$ cat config.mk
export PLATFORM = sky130hd
export DESIGN_NAME = line_position_estimator_unit
export DESIGN_NICKNAME = d
export VERILOG_FILES = /design/src/rtl/lpe_pkg.sv /design/src/rtl/lpe_front.sv /design/src/rtl/lpe_queue.sv /design/src/rtl/lpe_back.sv /design/src/rtl/line_position_estimator_unit.sv
export SDC_FILE = /design/constraint.sdc
export NUM_CORES = 1
export LEC_CHECK = 0
export BUFFER_PORTS_ARGS = -buffer_cell sky130_fd_sc_hd__buf_2
export CORE_ASPECT_RATIO = 2
export CORE_MARGIN = 8
export CORE_UTILIZATION = 60
export DETAILED_ROUTE_END_ITERATION = 6
export PLACE_DENSITY = 0.79
export RECOVER_POWER = 100
export SYNTH_ARGS = -nofsm -noshare
export SYNTH_HDL_FRONTEND = slang
export SYNTH_SLANG_ARGS = --single-unit
$ cat constraint.sdc
create_clock -name clock -period 15.35 [get_ports clock]
set_input_delay 4.605 -clock clock [delete_from_list [all_inputs] [get_ports clock]]
set_output_delay 4.605 -clock clock [all_outputs]
set_load 0.05 [all_outputs]
$ cat src/rtl/lpe_pkg.sv
// Package for the line position estimator: widths, reset values, codes,
// the fixed sensor weights and the job record passed from front to back.
// Depends on nothing; every other file imports it.
package lpe_pkg;

   localparam int LPE_SENSOR_COUNT = 6;
   localparam int LPE_SAMPLE_BITS  = 10;

   localparam int LPE_THR_BITS   = 10;
   localparam int LPE_CROSS_BITS = 3;
   localparam logic [LPE_THR_BITS-1:0]   LPE_THR_RESET   = 10'd512;
   localparam logic [LPE_CROSS_BITS-1:0] LPE_CROSS_RESET = 3'd5;

   localparam int LPE_CSR_INDEX_BITS = 2;
   localparam int LPE_CSR_DATA_BITS  = 10;
   localparam logic [LPE_CSR_INDEX_BITS-1:0] LPE_CSR_LINE_THRESHOLD   = 2'd0;
   localparam logic [LPE_CSR_INDEX_BITS-1:0] LPE_CSR_CROSS_MIN_ACTIVE = 2'd1;

   localparam int LPE_INTEN_BITS = LPE_THR_BITS;
   localparam int LPE_COUNT_BITS = 3;
   localparam int LPE_TSUM_BITS  = 13;
   localparam int LPE_WSUM_BITS  = 15;
   localparam int LPE_MAG_BITS   = 14;
   localparam int LPE_DIV_BITS   = 15;
   localparam int LPE_CMP_BITS   = 17;
   localparam int LPE_FRAC_BITS  = 10;
   localparam int LPE_QUO_BITS   = LPE_FRAC_BITS + 1;
   localparam int LPE_POS_BITS   = 12;
   localparam logic [LPE_QUO_BITS-1:0] LPE_POS_ONE = LPE_QUO_BITS'(1 << LPE_FRAC_BITS);

   localparam int LPE_QUEUE_DEPTH = 2;

   localparam logic signed [3:0] LPE_WEIGHTS [LPE_SENSOR_COUNT] =
      '{-4'sd5, -4'sd3, -4'sd1, 4'sd1, 4'sd3, 4'sd5};

   typedef enum logic [2:0] {
      LPE_PAT_LOST         = 3'd0,
      LPE_PAT_INTERSECTION = 3'd1,
      LPE_PAT_STRAIGHT     = 3'd2,
      LPE_PAT_LIGHT        = 3'd3,
      LPE_PAT_MEDIUM       = 3'd4,
      LPE_PAT_SHARP        = 3'd5
   } pattern_type;

   typedef enum logic [1:0] {
      LPE_DIR_CENTER = 2'd0,
      LPE_DIR_LEFT   = 2'd1,
      LPE_DIR_RIGHT  = 2'd2
   } dir_type;

   typedef enum logic [1:0] {
      LPE_BACK_IDLE = 2'd0,
      LPE_BACK_PREP = 2'd1,
      LPE_BACK_DIV  = 2'd2,
      LPE_BACK_DONE = 2'd3
   } back_state_type;

   typedef struct packed {
      logic [LPE_SENSOR_COUNT-1:0]     mask;
      logic [LPE_COUNT_BITS-1:0]       count;
      logic signed [LPE_WSUM_BITS-1:0] wsum;
      logic [LPE_TSUM_BITS-1:0]        tsum;
      logic                            cross_hit;
   } job_type;

endpackage

$ cat src/rtl/lpe_front.sv
// Front of the line position estimator: configuration registers, sample
// classification and the weighted and plain intensity sums of one beat.
// Depends on lpe_pkg.
module lpe_front import lpe_pkg::*; #(
   parameter int SAMPLE_BITS = LPE_SAMPLE_BITS
) (
   input  logic                          clock,
   input  logic                          reset,
   input  logic                          push,
   output logic                          full,
   input  logic [SAMPLE_BITS-1:0]        req_sample_0,
   input  logic [SAMPLE_BITS-1:0]        req_sample_1,
   input  logic [SAMPLE_BITS-1:0]        req_sample_2,
   input  logic [SAMPLE_BITS-1:0]        req_sample_3,
   input  logic [SAMPLE_BITS-1:0]        req_sample_4,
   input  logic [SAMPLE_BITS-1:0]        req_sample_5,
   input  logic                          csr_valid,
   output logic                          csr_ready,
   input  logic [LPE_CSR_INDEX_BITS-1:0] csr_index,
   input  logic [LPE_CSR_DATA_BITS-1:0]  csr_data,
   output logic                          q_push,
   input  logic                          q_full,
   output job_type                       job
);

   localparam int CMP_W = (SAMPLE_BITS > LPE_THR_BITS) ? SAMPLE_BITS : LPE_THR_BITS;

   logic [LPE_THR_BITS-1:0]   thr_ff;
   logic [LPE_CROSS_BITS-1:0] cross_ff;
   logic [SAMPLE_BITS-1:0]    samples [LPE_SENSOR_COUNT];

   assign samples[0] = req_sample_0;
   assign samples[1] = req_sample_1;
   assign samples[2] = req_sample_2;
   assign samples[3] = req_sample_3;
   assign samples[4] = req_sample_4;
   assign samples[5] = req_sample_5;

   assign csr_ready = 1'b1;
   assign full      = q_full;
   assign q_push    = push && !q_full;

   always_ff @(posedge clock) begin
      if (reset) begin
         thr_ff   <= LPE_THR_RESET;
         cross_ff <= LPE_CROSS_RESET;
      end else if (csr_valid) begin
         priority if (csr_index == LPE_CSR_LINE_THRESHOLD) begin
            thr_ff <= csr_data[LPE_THR_BITS-1:0];
         end else if (csr_index == LPE_CSR_CROSS_MIN_ACTIVE) begin
            cross_ff <= csr_data[LPE_CROSS_BITS-1:0];
         end else begin
            thr_ff <= thr_ff;
         end
      end
   end

   always_comb begin
      logic [LPE_INTEN_BITS-1:0]       diff;
      logic [LPE_INTEN_BITS-1:0]       inten;
      logic signed [LPE_WSUM_BITS-1:0] wt;
      logic signed [LPE_WSUM_BITS-1:0] iv;
      job = '0;
      for (int i = 0; i < LPE_SENSOR_COUNT; i++) begin
         diff  = thr_ff - LPE_INTEN_BITS'(samples[i]);
         inten = (diff == '0) ? LPE_INTEN_BITS'(1) : diff;
         wt    = LPE_WSUM_BITS'(LPE_WEIGHTS[i]);
         iv    = signed'(LPE_WSUM_BITS'(inten));
         if (CMP_W'(samples[i]) <= CMP_W'(thr_ff)) begin
            job.mask[i] = 1'b1;
            job.count   = job.count + 1'b1;
            job.wsum    = job.wsum + wt * iv;
            job.tsum    = job.tsum + LPE_TSUM_BITS'(inten);
         end
      end
      job.cross_hit = (job.count >= cross_ff);
   end

endmodule

$ cat src/rtl/lpe_queue.sv
// Short job queue between the front and the back of the estimator.
// Depends on lpe_pkg for the job record and the depth.
module lpe_queue import lpe_pkg::*; (
   input  logic    clock,
   input  logic    reset,
   input  logic    wr_en,
   input  job_type wr_data,
   output logic    full,
   input  logic    rd_en,
   output job_type rd_data,
   output logic    empty
);

   localparam int PTR_BITS = (LPE_QUEUE_DEPTH > 1) ? $clog2(LPE_QUEUE_DEPTH) : 1;
   localparam int CNT_BITS = $clog2(LPE_QUEUE_DEPTH + 1);
   localparam logic [PTR_BITS-1:0] LAST_PTR = PTR_BITS'(LPE_QUEUE_DEPTH - 1);
   localparam logic [CNT_BITS-1:0] DEPTH_CNT = CNT_BITS'(LPE_QUEUE_DEPTH);

   job_type             entries_ff [LPE_QUEUE_DEPTH];
   logic [PTR_BITS-1:0] wr_ptr_ff;
   logic [PTR_BITS-1:0] rd_ptr_ff;
   logic [CNT_BITS-1:0] count_ff;
   logic                do_wr;
   logic                do_rd;

   assign full    = (count_ff == DEPTH_CNT);
   assign empty   = (count_ff == '0);
   assign do_wr   = wr_en && !full;
   assign do_rd   = rd_en && !empty;
   assign rd_data = entries_ff[rd_ptr_ff];

   always_ff @(posedge clock) begin
      if (do_wr) begin
         entries_ff[wr_ptr_ff] <= wr_data;
      end
   end

   always_ff @(posedge clock) begin
      if (reset) begin
         wr_ptr_ff <= '0;
         rd_ptr_ff <= '0;
         count_ff  <= '0;
      end else begin
         if (do_wr) begin
            wr_ptr_ff <= (wr_ptr_ff == LAST_PTR) ? '0 : wr_ptr_ff + 1'b1;
         end
         if (do_rd) begin
            rd_ptr_ff <= (rd_ptr_ff == LAST_PTR) ? '0 : rd_ptr_ff + 1'b1;
         end
         if (do_wr && !do_rd) begin
            count_ff <= count_ff + 1'b1;
         end else if (do_rd && !do_wr) begin
            count_ff <= count_ff - 1'b1;
         end
      end
   end

endmodule

$ cat src/rtl/lpe_back.sv
// Back of the estimator: pattern and direction decisions, the bit-serial
// position divider, the stored last direction and the result register.
// Depends on lpe_pkg.
module lpe_back import lpe_pkg::*; (
   input  logic                           clock,
   input  logic                           reset,
   input  logic                           q_empty,
   output logic                           q_pop,
   input  job_type                        job,
   input  logic                           pop,
   output logic                           empty,
   output logic [LPE_SENSOR_COUNT-1:0]    rsp_active_mask,
   output logic [LPE_COUNT_BITS-1:0]      rsp_active_count,
   output logic signed [LPE_POS_BITS-1:0] rsp_line_position,
   output logic [2:0]                     rsp_line_pattern,
   output logic [1:0]                     rsp_heading_side
);

   localparam int STEP_BITS = $clog2(LPE_FRAC_BITS);
   localparam logic [STEP_BITS-1:0] LAST_STEP = STEP_BITS'(LPE_FRAC_BITS - 1);

   back_state_type state_ff;
   back_state_type state_in;

   job_type                   job_ff;
   logic [LPE_DIV_BITS-1:0]   div_ff;
   logic [LPE_DIV_BITS-1:0]   rem_ff;
   logic [LPE_QUO_BITS-1:0]   quo_ff;
   logic [STEP_BITS-1:0]      step_ff;
   logic                      neg_ff;
   pattern_type               pattern_ff;
   dir_type                   last_dir_ff;
   logic                      out_valid_ff;
   logic                      finish;

   logic [LPE_MAG_BITS-1:0]          mag;
   logic [LPE_DIV_BITS-1:0]          d5;
   logic [LPE_CMP_BITS-1:0]          m4;
   logic [LPE_CMP_BITS-1:0]          m2;
   logic [LPE_CMP_BITS-1:0]          t5;
   logic [LPE_CMP_BITS-1:0]          t15;
   logic signed [LPE_CMP_BITS-1:0]   sx;
   logic signed [LPE_CMP_BITS-1:0]   tx;
   logic                             is_neg;
   pattern_type                      pattern;
   dir_type                          new_dir;
   logic [LPE_DIV_BITS:0]            r2;
   logic [LPE_POS_BITS-1:0]          qpos;

   always_comb begin
      is_neg = job_ff.wsum < 0;
      mag    = is_neg ? LPE_MAG_BITS'(-job_ff.wsum) : LPE_MAG_BITS'(job_ff.wsum);
      d5     = LPE_DIV_BITS'({job_ff.tsum, 2'b00}) + LPE_DIV_BITS'(job_ff.tsum);
      m4     = LPE_CMP_BITS'({mag, 2'b00});
      m2     = LPE_CMP_BITS'({mag, 1'b0});
      t5     = LPE_CMP_BITS'(d5);
      t15    = LPE_CMP_BITS'({job_ff.tsum, 4'b0000}) - LPE_CMP_BITS'(job_ff.tsum);
      sx     = LPE_CMP_BITS'(job_ff.wsum);
      tx     = signed'(LPE_CMP_BITS'(job_ff.tsum));
      priority if (sx + sx + tx < 0) begin
         new_dir = LPE_DIR_LEFT;
      end else if (sx + sx - tx > 0) begin
         new_dir = LPE_DIR_RIGHT;
      end else begin
         new_dir = LPE_DIR_CENTER;
      end
      priority if (job_ff.cross_hit) begin
         pattern = LPE_PAT_INTERSECTION;
      end else if (m4 < t5) begin
         pattern = LPE_PAT_STRAIGHT;
      end else if (m2 < t5) begin
         pattern = LPE_PAT_LIGHT;
      end else if (m4 < t15) begin
         pattern = LPE_PAT_MEDIUM;
      end else begin
         pattern = LPE_PAT_SHARP;
      end
      r2   = {rem_ff, 1'b0};
      qpos = LPE_POS_BITS'(quo_ff);
   end

   always_comb begin
      state_in = state_ff;
      q_pop    = 1'b0;
      finish   = 1'b0;
      unique case (state_ff)
         LPE_BACK_IDLE: begin
            if (!q_empty) begin
               q_pop    = 1'b1;
               state_in = LPE_BACK_PREP;
            end
         end
         LPE_BACK_PREP: begin
            if (job_ff.count == '0 || mag >= d5) begin
               state_in = LPE_BACK_DONE;
            end else begin
               state_in = LPE_BACK_DIV;
            end
         end
         LPE_BACK_DIV: begin
            if (step_ff == LAST_STEP) begin
               state_in = LPE_BACK_DONE;
            end
         end
         LPE_BACK_DONE: begin
            if (!out_valid_ff || pop) begin
               finish   = 1'b1;
               state_in = LPE_BACK_IDLE;
            end
         end
         default: state_in = LPE_BACK_IDLE;
      endcase
   end

   always_ff @(posedge clock) begin
      if (reset) begin
         state_ff <= LPE_BACK_IDLE;
      end else begin
         state_ff <= state_in;
      end
   end

   always_ff @(posedge clock) begin
      if (q_pop) begin
         job_ff <= job;
      end
      if (state_ff == LPE_BACK_PREP) begin
         div_ff  <= d5;
         rem_ff  <= LPE_DIV_BITS'(mag);
         step_ff <= '0;
         if (job_ff.count == '0) begin
            pattern_ff <= LPE_PAT_LOST;
            neg_ff     <= (last_dir_ff == LPE_DIR_LEFT);
            quo_ff     <= (last_dir_ff == LPE_DIR_LEFT || last_dir_ff == LPE_DIR_RIGHT)
                          ? LPE_POS_ONE : '0;
         end else begin
            pattern_ff <= pattern;
            neg_ff     <= is_neg;
            quo_ff     <= (mag >= d5) ? LPE_POS_ONE : '0;
         end
      end
      if (state_ff == LPE_BACK_DIV) begin
         step_ff <= step_ff + 1'b1;
         if (r2 >= {1'b0, div_ff}) begin
            rem_ff <= LPE_DIV_BITS'(r2 - {1'b0, div_ff});
            quo_ff <= {quo_ff[LPE_QUO_BITS-2:0], 1'b1};
         end else begin
            rem_ff <= r2[LPE_DIV_BITS-1:0];
            quo_ff <= {quo_ff[LPE_QUO_BITS-2:0], 1'b0};
         end
      end
      if (finish) begin
         rsp_active_mask   <= job_ff.mask;
         rsp_active_count  <= job_ff.count;
         rsp_line_position <= neg_ff ? -signed'(qpos) : signed'(qpos);
         rsp_line_pattern  <= pattern_ff;
         rsp_heading_side  <= last_dir_ff;
      end
   end

   always_ff @(posedge clock) begin
      if (reset) begin
         last_dir_ff  <= LPE_DIR_CENTER;
         out_valid_ff <= 1'b0;
      end else begin
         if (state_ff == LPE_BACK_PREP && job_ff.count != '0) begin
            last_dir_ff <= new_dir;
         end
         out_valid_ff <= finish || (out_valid_ff && !pop);
      end
   end

   assign empty = !out_valid_ff;

   assert property (@(posedge clock) disable iff (reset)
      state_ff == LPE_BACK_DIV |-> rem_ff < div_ff)
      else $error("divider remainder not below divisor");

   assert property (@(posedge clock) disable iff (reset)
      state_ff == LPE_BACK_IDLE && !q_empty |=> state_ff == LPE_BACK_PREP)
      else $error("queued job not taken up");

   assert property (@(posedge clock) disable iff (reset)
      !empty && rsp_line_pattern == LPE_PAT_LOST |-> rsp_active_count == '0)
      else $error("lost pattern with active sensors");

   assert property (@(posedge clock) disable iff (reset)
      finish |=> !empty)
      else $error("finished result not presented");

endmodule

$ cat src/rtl/line_position_estimator_unit.sv
// Line position estimator top level. An accepted beat goes through the
// queue and the back's prepare state, ten-step bit-serial divider and done
// state into the result register; the divider is skipped when no sample
// is active or the position clamps. The back handles one beat at a time.
// Synchronous reset clears the queue and result, sets the threshold to 512,
// the intersection count to 5 and the last direction to center.
module line_position_estimator_unit import lpe_pkg::*; #(
   parameter int SAMPLE_BITS = LPE_SAMPLE_BITS
) (
   input  logic                           clock,
   input  logic                           reset,
   input  logic                           push,
   output logic                           full,
   input  logic [SAMPLE_BITS-1:0]         req_sample_0,
   input  logic [SAMPLE_BITS-1:0]         req_sample_1,
   input  logic [SAMPLE_BITS-1:0]         req_sample_2,
   input  logic [SAMPLE_BITS-1:0]         req_sample_3,
   input  logic [SAMPLE_BITS-1:0]         req_sample_4,
   input  logic [SAMPLE_BITS-1:0]         req_sample_5,
   output logic                           empty,
   input  logic                           pop,
   output logic [LPE_SENSOR_COUNT-1:0]    rsp_active_mask,
   output logic [LPE_COUNT_BITS-1:0]      rsp_active_count,
   output logic signed [LPE_POS_BITS-1:0] rsp_line_position,
   output logic [2:0]                     rsp_line_pattern,
   output logic [1:0]                     rsp_heading_side,
   input  logic                           csr_valid,
   output logic                           csr_ready,
   input  logic [LPE_CSR_INDEX_BITS-1:0]  csr_index,
   input  logic [LPE_CSR_DATA_BITS-1:0]   csr_data
);

   logic    q_push;
   logic    q_full;
   logic    q_pop;
   logic    q_empty;
   job_type q_wr_job;
   job_type q_rd_job;

   lpe_front #(.SAMPLE_BITS(SAMPLE_BITS)) u_front (
      .clock        (clock),
      .reset        (reset),
      .push         (push),
      .full         (full),
      .req_sample_0 (req_sample_0),
      .req_sample_1 (req_sample_1),
      .req_sample_2 (req_sample_2),
      .req_sample_3 (req_sample_3),
      .req_sample_4 (req_sample_4),
      .req_sample_5 (req_sample_5),
      .csr_valid    (csr_valid),
      .csr_ready    (csr_ready),
      .csr_index    (csr_index),
      .csr_data     (csr_data),
      .q_push       (q_push),
      .q_full       (q_full),
      .job          (q_wr_job)
   );

   lpe_queue u_queue (
      .clock   (clock),
      .reset   (reset),
      .wr_en   (q_push),
      .wr_data (q_wr_job),
      .full    (q_full),
      .rd_en   (q_pop),
      .rd_data (q_rd_job),
      .empty   (q_empty)
   );

   lpe_back u_back (
      .clock             (clock),
      .reset             (reset),
      .q_empty           (q_empty),
      .q_pop             (q_pop),
      .job               (q_rd_job),
      .pop               (pop),
      .empty             (empty),
      .rsp_active_mask   (rsp_active_mask),
      .rsp_active_count  (rsp_active_count),
      .rsp_line_position (rsp_line_position),
      .rsp_line_pattern  (rsp_line_pattern),
      .rsp_heading_side  (rsp_heading_side)
   );

endmodule
# Yosys cells after proc, flatten, opt, wreduce, memory -nomap -nowiden

Memory sizes are Yosys's and may differ from the RTL's. A register that Yosys moved wholly into a read port is not among the register bits.
Cells that the tools add are included.

Bits in latches: 0
Memory bits (read-only): 0
Output and inout port bits: 29
Input port bits: 77
Memories: 1
Flip-flop bits (word level): 97
RAM bits: 76

Bitwise gates (word level): 1
Divide/modulo/power cells: 0
Magnitude comparators: 15
$add $sub $neg: 35
Eq/ne operators: 11
Multiplexer cells: 52
Multipliers: 4
Shift operators: 0
Reduce and logical (&&, ||, !) cells: 35

Memories:

| memory             | depth | width | rd ports | clocked after memory_dff | wr ports | RTL line        | source |
|---|---|---|---|---|---|---|---|
| u_queue.entries_ff | 2     | 38    | 1        | 1                        | 1        | lpe_queue.sv:19 | `job_type entries_ff [LPE_QUEUE_DEPTH];` |

Operator list:

| operator            | count |
|---|---|
| $mux 31             | 5 |
| $mux 11             | 6 |
| $add 13x10->13      | 5 |
| $add 15x15->15      | 4 |
| $le 10x10->1        | 6 |
| $logic_not 10->1    | 6 |
| $mux 10             | 6 |
| $sub 10x10->10      | 6 |
| $mux 15             | 3 |
| $add 32x14->32      | 1 |
| $gt 32x1->1 const B | 1 |
| $lt 32x1->1 const B | 1 |
| $mux 32             | 1 |
| $sub 32x14->32      | 1 |
| $mux 1              | 18 |
| $mux 2              | 9 |
| $lt 16x17->1        | 1 |
| $sub 17x13->17      | 1 |
| $add 15x15->16      | 1 |
| $ge 16x15->1        | 1 |
| $lt 16x15->1        | 1 |
| $add 15x11->15      | 1 |
| $add 15x13->15      | 1 |
| $add 3x1->3 const B | 5 |
| 36 further kinds    | 62 |

# Depth between registers and ports, before layout

Depth after elaboration: 16
Mapped depth: 58
Depth with buffers taken out: 58

# Cells and area by module

Synthesis repeated with hierarchy kept, for this count alone.

Cell total of the unflattened synthesis: 2589
Area, all modules: 23342.4 um^2

Modules (own cells, without submodules):

| module    | times used | seq. area each (um^2) | cells each | area an instance (um^2) |
|---|---|---|---|---|
| lpe_front | 1          | 260.2                 | 1643       | 11990.2 |
| lpe_back  | 1          | 3493.4                | 803        | 8396.8 |
| lpe_queue | 1          | 2382.3                | 143        | 2955.3 |

# Least setup slack after synthesis

Ideal clock, no wire load.

Path type: in2reg
From: input port req_sample_0[0]
To: memory u_queue.entries_ff[0][28] (netlist bit), data pin
Setup time: 264 ps
Arrival: 13911 ps
Path buffers: 0
Data required time: 15086 ps
Setup slack: 1174 ps
Cell stages on the path: 54
Path through: ha_1 -> inv_1 -> fa_1 -> nand3_1 -> and2_1 -> nor2_1 -> nor2_1 -> xor2_1 -> inv_1 -> nor4_1 -> and3_1 -> o211ai_1 -> nand2_1 -> ha_1 -> inv_1 -> fa_1 -> inv_1 -> ha_1 -> [... 18 more ...] -> o21ai_0 -> o21ai_0 -> a21oi_1 -> a31oi_1 -> xnor2_1 -> inv_1 -> ha_1 -> o21a_1 -> o21a_1 -> nand2b_1 -> xnor2_1 -> ha_1 -> nor3_1 -> a2111o_1 -> o31ai_1 -> a32oi_1 -> mux2i_1 -> xnor2_1

RTL lines:

| item            | RTL line                           | source |
|---|---|---|
| start, declared | line_position_estimator_unit.sv:14 | `input logic [SAMPLE_BITS-1:0] req_sample_0,` |
| end, declared   | lpe_queue.sv:19                    |  |

==> impl.org <==
** Floorplanning
- Once the floorplan was initialized, standard cells occupied about 60% of the core.
- The die covers 45500 um2.
- The floorplan step defined a core boundary enclosing 38400 um2.
- Row generation in the floorplan step produced 102 rows.
- Measured along the y axis, the die boundary spans between 200 and 300 um.
- Boundary pin count :: about 110
- From left edge to right edge, the die measures 155 um.

** Clocking
- Insertion delay of the later-clocked pin in the worst-skew pair :: 0.51 ns
- Total clock sinks :: roughly 210
- In this run the number of H-tree levels came out at 1.
- Clk root buf :: clkbuf_16
- Clock-pin slew was measured on the worst setup and hold paths at around 0.06 ns.
- No sink is reached through more buffers than the 3 on the longest clock path.
- TritonCTS built the clock tree.
- TritonCTS created 22 clock buffers.

** Global routing
- The first global-routing pass estimated 92100 um of wire.
- Global routing consumed, over all layers together, around a quarter of the routing resources.
- Overflow left after global routing :: 0
- The number of antenna violations at the first check in global routing is 0.
- Via count of the first global-routing pass :: 18440
- Maximum number of pins on one net before global-route repair :: 46

** Hold path
- Class of the worst hold path :: flop to flop

** Run status
- Status :: finished, violations left
- Violated checks :: capacitance limit, slew limit

** Synth
- Synthesized instance count :: about 2500
- The biggest area contributor in the post-synthesis netlist is edfxtp_1.
- Number of enable flip-flop cells after synthesis :: 189
- Proportion of register bits with asynchronous set or reset after synthesis :: 0%
- The mapped netlist covers 23200 um2.
- Post-synth top area share :: 24.5%
- After synthesis, the most frequently instantiated cells are 381 x ha_1, 255 x inv_1, 217 x a21oi_1.
- The number of different library cells used by synthesis comes to 97.
- The most used flip-flop cell after synthesis is edfxtp_1.
- Among all cell types in the netlist, the one instantiated most often is ha_1.
- For this run, the number of Yosys warnings is 0.
- For this run, the register share of the synthesized area comes to 26.4%.
- Sorting the synthesized cells by area gives the leading types as edfxtp_1 25%, ha_1 21%, xnor2_1 6.1%, a21oi_1 4.7%, inv_1 4.1%.
- Each instance of the synthesized netlist takes up on average 9.10 um2.
- Counting flops and latches in the post-synthesis netlist gives 211.
- Counting every net in the synthesized netlist gives about 3000.

** Drt
- Total vias in the final route :: 18799
- DRC errors left :: 0
- The count of nets left with antenna violations once routing finished came out at 0.
- Total length of routed wires :: between 50000 and 60000 um
- Before antenna repair, the detailed router went through 5 iterations.
- After detailed routing, the number of vias per cell comes to 5.92.
- In the final routed layout, each cell accounts on average for 17.9 um.
- For this block, the initial DRC count from the detailed router was 1267.

** STA
- Final Slew Violations :: 292
- Summed over all failing endpoints, the final setup total negative slack is 0 ns.
- Max-slew headroom at the worst pin :: -127%
- Between clock sinks in the finished design, the worst skew comes to about 0.011 ns.
- The routed design could run at a clock period as short as 14.62 ns.
- Final setup violation count :: 0
- At the pin with the least slew margin, the transition time is approximately 3.4 ns.
- Count of final hold-check violations :: 0
- Derived from the worst setup path, the maximum achievable clock frequency is 68.4 MHz.
- Final critical-path share of the clock period :: a little over nine tenths

** Worst setup path
- For the worst setup path, the data arrival time is about 15 ns.
- Kind of critical path :: input port to flop
- STA classifies the critical path endpoint as a flop.
- Crit Path Max Fanout :: 6
- CP max-delay cell :: o41ai_1
- At the worst endpoint, the required time is between 15 and 20 ns.
- In this design, the stage delay of the slowest critical-path cell is roughly 0.68 ns.
- Cell seen most often among critical-path stages :: ha_1
- Setup crit start kind :: input port

** Final layout
- Cells with a size suffix above 1 make up 8.47% of the layout.
- Antenna Cells :: 0
- From synthesis to final layout, the design area changed by 7.49%.
- Final-stage net count :: 3129

** Job
- The tool flagged a number of max-cap violations equal to 9.

** Placed design
- The HPWL after detailed placement is 45300 um.
- During placement, the flow inserted port buffers numbering 104.
- Final estimated routing congestion in global placement :: 0.953
## state kept, by name, indices dropped and copies added, names as in the netlist, 6 cells and up
| name | count |
|---|---|
| u_back.job_ff | 38 |
| u_back.rsp_line_position | 12 |
| u_back.quo_ff | 11 |
| u_back.rsp_active_mask | 6 |
| u_back.rem_ff | 15 |
| u_back.div_ff | 15 |
| u_queue.entries_ff | 76 |
| u_front.thr_ff | 10 |
## per-stage QoR
stage / utilization, % / hold WS, ns / setup slack [ns] / cells / instance area, um2
5_1_grt: 64.8 / 0.423 / -0.0171 / 3177 / 24900
4_1_cts: 65.0 / 0.419 / 0.395 / 3176 / 25000
6_report: 64.8 / 0.418 / 0.726 / 3177 / 24900
2_1_floorplan: - / 0.400 / 1.17 / 2544 / 23200
3_3_place_gp: 63.2 / 0.403 / 0.410 / 3136 / 24300
3_5_place_dp: 63.2 / 0.405 / -0.0529 / 3136 / 24300
## metal layers
layer  up-vias  track usage [%]  part of all wire (%)
li1       9337                -                     -
met1      8810             32.0                    44
met2       532             41.4                    46
met3       120             3.72                   6.2
met4         0             8.12                   3.3
met5         -                0                     0
## cells by family after synthesis
logic type | after synthesis | synth area share [%]
buffers and inverters | 305 | 5.02
AOI/OAI and AO/OA | 658 | 18.6
DFF | 211 | 26.4
muxes | 91 | 4.36
and+or+nand+nor | 631 | 13.5
xor gates and xnor gates | 236 | 8.93
other | 1 | 0.0162
adders and majority gates | 411 | 23.2
## cell type report
type                       count  area [um2]
timing repair buffer         120         581
sequential                   211        6120
clock buffer                  30         633
inverter                     258         968
clock inverter                10        61.3
tap                          520         651
fill                        3165       13500
multi-input combinational   2028       15900
## final timing paths
check	from	to	slack, ns	depth (start not counted)
setup / recovery	req_sample_1[1]	u_queue.entries_ff[1][28]$_DFFE_PP_	0.73	50
hold reg to reg	u_back.pattern_ff[2]$_SDFFCE_PP0P_	u_back.rsp_line_pattern[2]$_DFFE_PP_	0.42	0
hold / removal	u_back.pattern_ff[2]$_SDFFCE_PP0P_	u_back.rsp_line_pattern[2]$_DFFE_PP_	0.42	0
setup reg to reg	u_front.thr_ff[1]$_SDFFE_PP0P_	u_queue.entries_ff[1][28]$_DFFE_PP_	4.00	48
## layout by cell type (no fill, tap or decap), types with 30 or more instances in the layout
cell type / Yosys / layout
a21oi_1: 217 / 218
o21bai_1: 43 / 43
ha_1: 381 / 381
edfxtp_1: 189 / 189
a21o_1: 86 / 86
xor2_1: 76 / 76
nor2b_1: 38 / 37
inv_1: 255 / 256
nand2_1: 135 / 135
mux2_2: 73 / 53
buf_2: 5 / 74
xnor2_1: 160 / 159
o21ai_0: 126 / 122
clkbuf_1: 39 / 41
nand3_1: 36 / 36
fa_1: 30 / 30
nor3_1: 49 / 49
nand2b_1: 44 / 44
nor2_1: 194 / 193
## critical path, delay by kind of cell
kind,cells,cell delay [ns]
fa+ha+maj,9,2.93
simple gates,8,1.14
mux,2,0.44
compound gates,22,4.68
xor+xnor,5,0.80
buf+inv,4,0.27
## what timing repair did
item,CTS,global route
gates resized for setup,0,15
endpoints found under the setup margin,0,4
buffers inserted,0,1
hold buffers,0,0
Power is not shown: default switching activity piles up to over one toggle a cycle in this logic, so the estimate is an artifact.
